$ cat src/sv/lslsm_pkg.sv
`default_nettype none
// ----------------------------------------------------------------------------
// lslsm_pkg
// Shared types, constants and helpers of the latency slot load/store memory.
// ----------------------------------------------------------------------------
package lslsm_pkg;

  localparam int SLOTS     = 4;
  localparam int ADDR_BITS = 16;
  localparam int SLOT_W    = $clog2(SLOTS);
  localparam int CNT_W     = 4;

  typedef enum logic [1:0] {
    OP_TICK  = 2'd0,
    OP_LOAD  = 2'd1,
    OP_STORE = 2'd2,
    OP_WRITE = 2'd3
  } op_e;

  typedef enum logic [1:0] {
    KIND_REPLY = 2'd0,
    KIND_BCAST = 2'd1,
    KIND_DONE  = 2'd2
  } kind_e;

  localparam logic [2:0] SZ_BYTE_S = 3'd0;
  localparam logic [2:0] SZ_BYTE_U = 3'd1;
  localparam logic [2:0] SZ_HALF_S = 3'd2;
  localparam logic [2:0] SZ_HALF_U = 3'd3;
  localparam logic [2:0] SZ_WORD   = 3'd4;

  typedef logic [SLOTS-1:0][3:0] sid_arr_t;

  typedef struct packed {
    logic alloc_load;
    logic alloc_store;
    logic tick;
  } slot_cmd_t;

  typedef struct packed {
    logic                 send;
    logic [4:0]           tag;
    logic [ADDR_BITS-1:0] addr;
    logic [2:0]           size;
    logic [SLOTS-1:0]     done;
  } tick_t;

  function automatic logic [SLOT_W-1:0] first_set(input logic [SLOTS-1:0] m);
    logic [SLOT_W-1:0] idx;
    idx = '0;
    for (int i = SLOTS - 1; i >= 0; i--) begin
      if (m[i]) begin
        idx = SLOT_W'(i);
      end
    end
    return idx;
  endfunction

  function automatic logic [2:0] num_bytes(input logic [2:0] size);
    logic [2:0] n;
    unique case (size)
      SZ_BYTE_S, SZ_BYTE_U: n = 3'd1;
      SZ_HALF_S, SZ_HALF_U: n = 3'd2;
      SZ_WORD:              n = 3'd4;
      default:              n = 3'd0;
    endcase
    return n;
  endfunction

  function automatic logic [31:0] extend(input logic [31:0] raw, input logic [2:0] size);
    logic [31:0] v;
    unique case (size)
      SZ_BYTE_S: v = {{24{raw[7]}}, raw[7:0]};
      SZ_BYTE_U: v = {24'd0, raw[7:0]};
      SZ_HALF_S: v = {{16{raw[15]}}, raw[15:0]};
      SZ_HALF_U: v = {16'd0, raw[15:0]};
      SZ_WORD:   v = raw;
      default:   v = '0;
    endcase
    return v;
  endfunction

endpackage
`default_nettype wire

$ cat src/sv/lslsm_slots.sv
`default_nettype none
// ----------------------------------------------------------------------------
// lslsm_slots
// Load and store request slots: allocation, countdown and completion on tick.
// ----------------------------------------------------------------------------
module lslsm_slots
  import lslsm_pkg::*;
(
  input  wire logic                 clk_i,
  input  wire logic                 rst_ni,
  input  wire slot_cmd_t            cmd_i,
  input  wire logic [ADDR_BITS-1:0] addr_i,
  input  wire logic [2:0]           size_i,
  input  wire logic [4:0]           rob_id_i,
  input  wire logic [3:0]           store_id_i,
  input  wire logic                 bus_free_i,
  output logic                      load_free_o,
  output logic                      store_free_o,
  output tick_t                     tick_o,
  output sid_arr_t                  sids_o
);

  logic [SLOTS-1:0]                 load_busy_q;
  logic [SLOTS-1:0][CNT_W-1:0]      load_cnt_q;
  logic [SLOTS-1:0][ADDR_BITS-1:0]  load_addr_q;
  logic [SLOTS-1:0][2:0]            load_size_q;
  logic [SLOTS-1:0][4:0]            load_tag_q;
  logic [SLOTS-1:0]                 store_busy_q;
  logic [SLOTS-1:0][CNT_W-1:0]      store_cnt_q;
  sid_arr_t                         store_tag_q;

  logic [SLOTS-1:0][CNT_W-1:0]      load_cnt_d;
  logic [SLOTS-1:0][CNT_W-1:0]      store_cnt_d;
  logic [SLOTS-1:0]                 load_zero;
  logic [SLOTS-1:0]                 store_done;
  logic [SLOT_W-1:0]                load_free_idx;
  logic [SLOT_W-1:0]                store_free_idx;
  logic [SLOT_W-1:0]                cand_idx;
  logic                             send;

  always_comb begin
    for (int i = 0; i < SLOTS; i++) begin
      load_cnt_d[i]  = (load_busy_q[i] && load_cnt_q[i] != '0) ?
                       load_cnt_q[i] - CNT_W'(1) : load_cnt_q[i];
      load_zero[i]   = load_busy_q[i] && load_cnt_d[i] == '0;
      store_cnt_d[i] = store_cnt_q[i] - CNT_W'(1);
      store_done[i]  = store_busy_q[i] && store_cnt_d[i] == '0;
    end
  end

  assign load_free_o    = ~&load_busy_q;
  assign store_free_o   = ~&store_busy_q;
  assign load_free_idx  = first_set(~load_busy_q);
  assign store_free_idx = first_set(~store_busy_q);
  assign cand_idx       = first_set(load_zero);
  assign send           = (|load_zero) && bus_free_i;

  assign tick_o.send = send;
  assign tick_o.tag  = load_tag_q[cand_idx];
  assign tick_o.addr = load_addr_q[cand_idx];
  assign tick_o.size = load_size_q[cand_idx];
  assign tick_o.done = store_done;
  assign sids_o      = store_tag_q;

  always_ff @(posedge clk_i or negedge rst_ni) begin
    if (!rst_ni) begin
      load_busy_q  <= '0;
      load_cnt_q   <= '0;
      store_busy_q <= '0;
      store_cnt_q  <= '0;
    end else begin
      if (cmd_i.alloc_load && load_free_o) begin
        load_busy_q[load_free_idx] <= 1'b1;
        load_cnt_q[load_free_idx]  <= CNT_W'(SLOTS - 1);
      end
      if (cmd_i.alloc_store && store_free_o) begin
        store_busy_q[store_free_idx] <= 1'b1;
        store_cnt_q[store_free_idx]  <= CNT_W'(SLOTS - 1);
      end
      if (cmd_i.tick) begin
        for (int i = 0; i < SLOTS; i++) begin
          if (load_busy_q[i]) begin
            load_cnt_q[i] <= load_cnt_d[i];
          end
          if (store_busy_q[i]) begin
            store_cnt_q[i] <= store_cnt_d[i];
          end
        end
        store_busy_q <= store_busy_q & ~store_done;
        if (send) begin
          load_busy_q[cand_idx] <= 1'b0;
        end
      end
    end
  end

  always_ff @(posedge clk_i) begin
    if (cmd_i.alloc_load && load_free_o) begin
      load_addr_q[load_free_idx] <= addr_i;
      load_size_q[load_free_idx] <= size_i;
      load_tag_q[load_free_idx]  <= rob_id_i;
    end
    if (cmd_i.alloc_store && store_free_o) begin
      store_tag_q[store_free_idx] <= store_id_i;
    end
  end

endmodule
`default_nettype wire

$ cat config.mk
export PLATFORM = sky130hd
export DESIGN_NAME = lslsm_slots
export DESIGN_NICKNAME = d
export VERILOG_FILES = /design/src/sv/lslsm_pkg.sv /design/src/sv/lslsm_slots.sv
export SDC_FILE = /design/constraint.sdc
export NUM_CORES = 1
export LEC_CHECK = 0
export ABC_AREA = 1
export ABC_CLOCK_PERIOD_IN_PS = 3150
export BUFFER_PORTS_ARGS = -buffer_cell sky130_fd_sc_hd__buf_2
export CORE_ASPECT_RATIO = 0.8
export CORE_MARGIN = 8
export CORE_UTILIZATION = 40
export DETAILED_ROUTE_END_ITERATION = 8
export PLACE_DENSITY = 0.61
export REMOVE_ABC_BUFFERS = 1
export SYNTH_ARGS = -nofsm -noshare
export SYNTH_HDL_FRONTEND = slang
export SYNTH_SLANG_ARGS = --single-unit
$ cat constraint.sdc
create_clock -name clk_i -period 3.15 [get_ports clk_i]
set_clock_uncertainty 0.1 [all_clocks]
set_input_delay 0.315 -clock clk_i [delete_from_list [all_inputs] [get_ports clk_i]]
set_output_delay 0.315 -clock clk_i [all_outputs]
set_load 0.02 [all_outputs]
---- After elaboration in Yosys (flattened, before gate mapping) ----
Index checks and enable logic that the tools add are counted.
storage, ports and cells
  word-level logic and storage cells ...... 149
  register bits after elaboration ......... 152
  output and inout port bits .............. 47
cells by class
  magnitude comparators ................... 6
  bitwise logic cells ..................... 14
  multiplexer cells ....................... 59
  $add $sub $neg .......................... 8
  reductions and logical operators ........ 36
operators by type and width
  kind                   count
  $mux W16               6
  $mux W4                19
  $bwmux W64             1
  $bmux W16 S2           1
  $demux W16 S2          1
  $logic_not A4 Y1       8
  $sub A4 B1 Y4 const B  8
  $mux W2                12
  $bwmux W20             1
  $logic_and A1 B1 Y1    18
  $and A8 B8 Y8          2
  $bwmux W16             1
  $demux W4 S2           2
  $not A4 Y4             4
  $not A8 Y8             2
  $or A8 B8 Y8           2
  $reduce_bool A4 Y1     4
  $bwmux W12             1
  $bmux W5 S2            1
  $demux W5 S2           1
  $mux W5                2
  $lt A2 B3 Y1 const B   3
  $and A4 B4 Y4          2
  $or A4 B4 Y4           2
  10 further kinds       19

---- Depth between registers and ports, before layout ----
  word-level depth ........................ 17
  depth in mapped cells ................... 16

---- Worst setup path before layout ----
No wires, ideal clock.
  path kind ............................... flip-flop to flip-flop
  start ................................... register load_busy_q[0]
  end ..................................... register load_cnt_q[11] (netlist name)
  data required time ...................... 2923 ps
  path slack .............................. 158 ps
  buffers on the path ..................... 1
  clock period less this slack ............ 2992 ps
  stages on the path, launching flop included .. 6
  arrival ................................. 2764 ps
  setup time .............................. 127 ps
  path through ............................ dfrtp_1 -> buf_2 -> nand2_1 -> nor3_1 -> or2_2 -> o22ai_1
between the ends
  cells in the longest elaborated chain, start to end .. 11
  elaborated cells on any way between the ends .. 15
RTL lines
  item                                                                       line               text
  start: declaration                                                         lslsm_slots.sv:23  logic [SLOTS-1:0] load_busy_q;
  start signal: assignment                                                   lslsm_slots.sv:67  load_busy_q <= '0;
  start signal: indexed assignment                                           lslsm_slots.sv:73  load_busy_q[load_free_idx] <= 1'b1;
  start signal: indexed assignment                                           lslsm_slots.sv:91  load_busy_q[cand_idx] <= 1'b0;
  $not A4 Y4                                                                 lslsm_slots.sv:53  assign load_free_idx = first_set(~load_busy_q);
  $mux W2                                                                    lslsm_pkg.sv:52    if (m[i]) begin
  $lt A2 B3 Y1 (implied by the code) / $ge A2 B1 Y1 (equally long branches)  lslsm_slots.sv:74  load_cnt_q[load_free_idx] <= CNT_W'(SLOTS - 1);
  $logic_and A1 B1 Y1 (implied by the code)                                  lslsm_slots.sv:74
  $mux W4 (implied by the code)                                              lslsm_slots.sv:74
  $demux W4 S2                                                               lslsm_slots.sv:74
  $not A8 Y8 (no source line)                                                -
  $and A8 B8 Y8 (no source line)                                             -
  $mux W16 (*)                                                               lslsm_slots.sv:72  if (cmd_i.alloc_load && load_free_o) begin
  $mux W4                                                                    lslsm_slots.sv:82  if (load_busy_q[i]) begin
  $mux W16 (*)                                                               lslsm_slots.sv:80  if (cmd_i.tick) begin
  end signal: indexed assignment                                             lslsm_slots.sv:74
  end signal: indexed assignment                                             lslsm_slots.sv:83  load_cnt_q[i] <= load_cnt_d[i];
  end: declaration                                                           lslsm_slots.sv:24  logic [SLOTS-1:0][CNT_W-1:0] load_cnt_q;
Every way passes the cells marked *; elsewhere a longest branch is shown, timed or not.
A chain may end at the register's enable or synchronous reset.

==> reports/qor.yml <==
dpl.hpwl_um: 10400
first_pass_iters: 5
drtIter0Drc: 324
worstPathMaxFanout: 8
hold_end: "sids_o[14]$_DFFE_PP_"
io_pins: 81
fin_crit_ps: 3010
multi_input_area_sq_mm: 0.00235
drive_above_1_share_pct: 24.5
remaining_drc_errors: 0
synthSimpleGateAreaFrac_pct: 22.8
min_delay_path_depth: 1
cts_root_buffer: "clkbuf_16"
required_ps: 2730
clockBufferDepth: 2
initial_utilization_pct: 40.7
synth_edf_count: 112
drv_slew: 0
synth_top_family_by_area: "simple AND/OR/NAND/NOR gates"
vias: 5161
synth_top_area_share_pct: 45.6
synthAdderAreaFrac_pct: 2.04
wl_um: 16000
crit_arrival_ps: 2600
fmax_mhz: 332
final_util_pct: 50.0
fp.dieW_um: 168
synth_area_leaders: "edfxtp_1 (46%), dfrtp_1 (14%), nand2_1 (7.3%)"
hp-start: "store_id_i[2]"
seq_area_sq_mm: 0.00436
place_area_sq_mm: 0.00803
synth_cells: 724
nets: 890
path_clk_slew_ps: 60
max_slew_margin_pct: 35.9
ff2ff_setup_slack_ps: 880
yosysTopAreaCell: "edfxtp_1"
area_growth_pct: 23.0
yosys_register_bits: 152
synth_mux_area_share_pct: 0
antenna_cells: 0
grt_pass1_vias: 4880
synth-compound-area-share_pct: 4.70
fillers: 1640
synth_area_sq_mm: 0.00737
antenna_found_initial: 1
wire_per_inst_um: 14.7
grt_overflow: 0
synth_ff_type: "edfxtp_1"
min_period_over_period_pct: 95.6
rsz0062_at_grt: "true"
coreArea_sq_mm: 0.0181
critical_path_class: "flip-flop to output port"
tns_ps: 0
postRouteAntennaNets: 0
grt_pass1_wl_um: 24800
clock-sinks: 152
yosysWarnings: 0
gp_congestion: 0.798
yosysSeqAreaShare_pct: 59.2
fp-row-count: 44
viasPerCell: 4.75
ys_types: 35
syn_area_per_cell_sq_um: 10.2
die_y_um: 137
fin_area_sq_mm: 0.00906
worst_pin_slew_ps: 961
hold_viol: 0
grt_max_degree: 41
setup_viol: 0
r2r_start: "load_cnt_q[12]$_DFF_PN0_"
cts_made_buffers: 17
grt_use_total_pct: 13.8
critPathLaunchType: "flip-flop"
hp-class: "input pin to flip-flop"
clock_latency_ps: 420
synthArstFlopShare_pct: 26.3
htreeDepth: 4
end_kind: "output port"
r2r-end: "load_busy_q[3]$_DFF_PN0_"
reg2regPathDepth: 15
die-area_sq_mm: 0.0231
synth_xor_area_share_pct: 1.19
max-cap-violations: 0
port_buffers: 80
tritoncts: "built"
status: "completed"
[kinds of logic (layout without fill, tap and decap cells)]
group / Yosys count / count (layout)
compound gates: 56 / 56
fa+ha+maj: 12 / 12
xor+xnor: 10 / 10
flops: 152 / 152
simple gates: 324 / 324
buf+inv: 170 / 303
[cells in the mapped netlist, types with 7 or more instances]
cell type and instances:
nor2_1 28, nand3b_1 25, o21ai_0 20, dfrtp_1 40, o22ai_1 13, a21oi_1 9, inv_2 9, inv_1 136
nand3_1 78, nand2_1 144, nor2_2 7, buf_2 13, ha_1 12, nand3_2 23, edfxtp_1 112
[placed cells by master (no fill, tap or decap), types with 2 or more instances in the layout]
cell type / n
nor3_1: 2
o22ai_1: 13
nand3b_1: 25
buf_6: 4
a21oi_4: 3
nand2_2: 6
nand2_1: 142
buf_12: 3
nand3_1: 78
a31oi_1: 2
buf_4: 30
clkbuf_16: 19
edfxtp_1: 112
ha_1: 9
o21ai_0: 20
xnor2_1: 5
dlygate4sd3_1: 19
inv_1: 132
clkinv_4: 4
nand3_4: 5
nand2_8: 2
dfrtp_1: 40
inv_8: 3
ha_4: 2
nand3_2: 22
nor3_2: 2
nand2_4: 3
nor2_2: 8
clkinv_2: 2
inv_2: 12
xor2_1: 5
nor2_1: 27
a22oi_1: 3
a21oi_1: 9
a21oi_2: 3
clkinvlp_4: 3
buf_2: 66
[sequential cells by signal (all words and copies together) (netlist names)]
| name | cells |
|---|---|
| load_addr_q | 64 |
| load_cnt_q | 16 |
| store_busy_q | 4 |
| store_cnt_q | 16 |
| load_size_q | 12 |
| load_busy_q | 4 |
| load_tag_q | 20 |
| sids_o | 16 |
[final cells by class]
type                       count  area share, %
timing repair buffer         126           10.4
inverter                     145           6.03
multi-input combinational    402           25.9
sequential                   152           48.2
tap                          230           3.18
clock buffer                  17           4.69
clock inverter                15           1.59
[stage by stage]
step,setup WS [ps],hold slack [ps],instances
after floorplan,147,-80.6,699
after global placement,367,396,1023
after detailed placement,333,403,1023
after CTS,32.9,1.14,1076
after global routing,-51.1,7.82,1087
final,138,22.8,1087
[how the worst max path moves through the flow]
stage	from	to	slack, ps	cells after the start
floorplan	load_busy_q[0]$_DFF_PN0_	load_cnt_q[11]$_DFF_PN0_	150	4
global placement	load_cnt_q[12]$_DFF_PN0_	tick_o[27]	370	16
detailed placement	load_cnt_q[12]$_DFF_PN0_	tick_o[27]	330	16
CTS	load_cnt_q[12]$_DFF_PN0_	tick_o[27]	30	16
global route	load_cnt_q[12]$_DFF_PN0_	tick_o[27]	-50	16
finish	load_cnt_q[12]$_DFF_PN0_	tick_o[9]	140	16
[layer usage]
layer	vias to the layer above	GRT usage, %	part of all wire [%]
li1	2621	-	-
met1	2416	18.7	50
met2	107	21.2	45
met3	15	3.58	4.2
met4	2	4.75	1.1
met5	-	0	0.063
[worst max-delay path: stages, from the launching register on]
cell and delay [ps]:
dfrtp_1 400, inv_2 100, ha_4 160, nand3_4 100, nand2_2 100, inv_4 50
o21ai_2 170, nand2_1 100, nor2_2 150, nand2_4 80, nand2_8 100, nand2_8 100
clkbuf_16 180, nand2_1 50, nand3_1 60, nand2_1 100, buf_4 150
[repair_timing]
action | in CTS | in global routing
cloned | 0 | 3
pin swaps | 2 | 5
hold endpoints to repair | 106 | 0
hold buffers | 19 | 0
resized for setup | 4 | 34
setup buffers | 2 | 8
setup endpoints to repair | 23 | 24
Power is not shown: default switching activity piles up to over one toggle a cycle in this logic, so the estimate is an artifact.
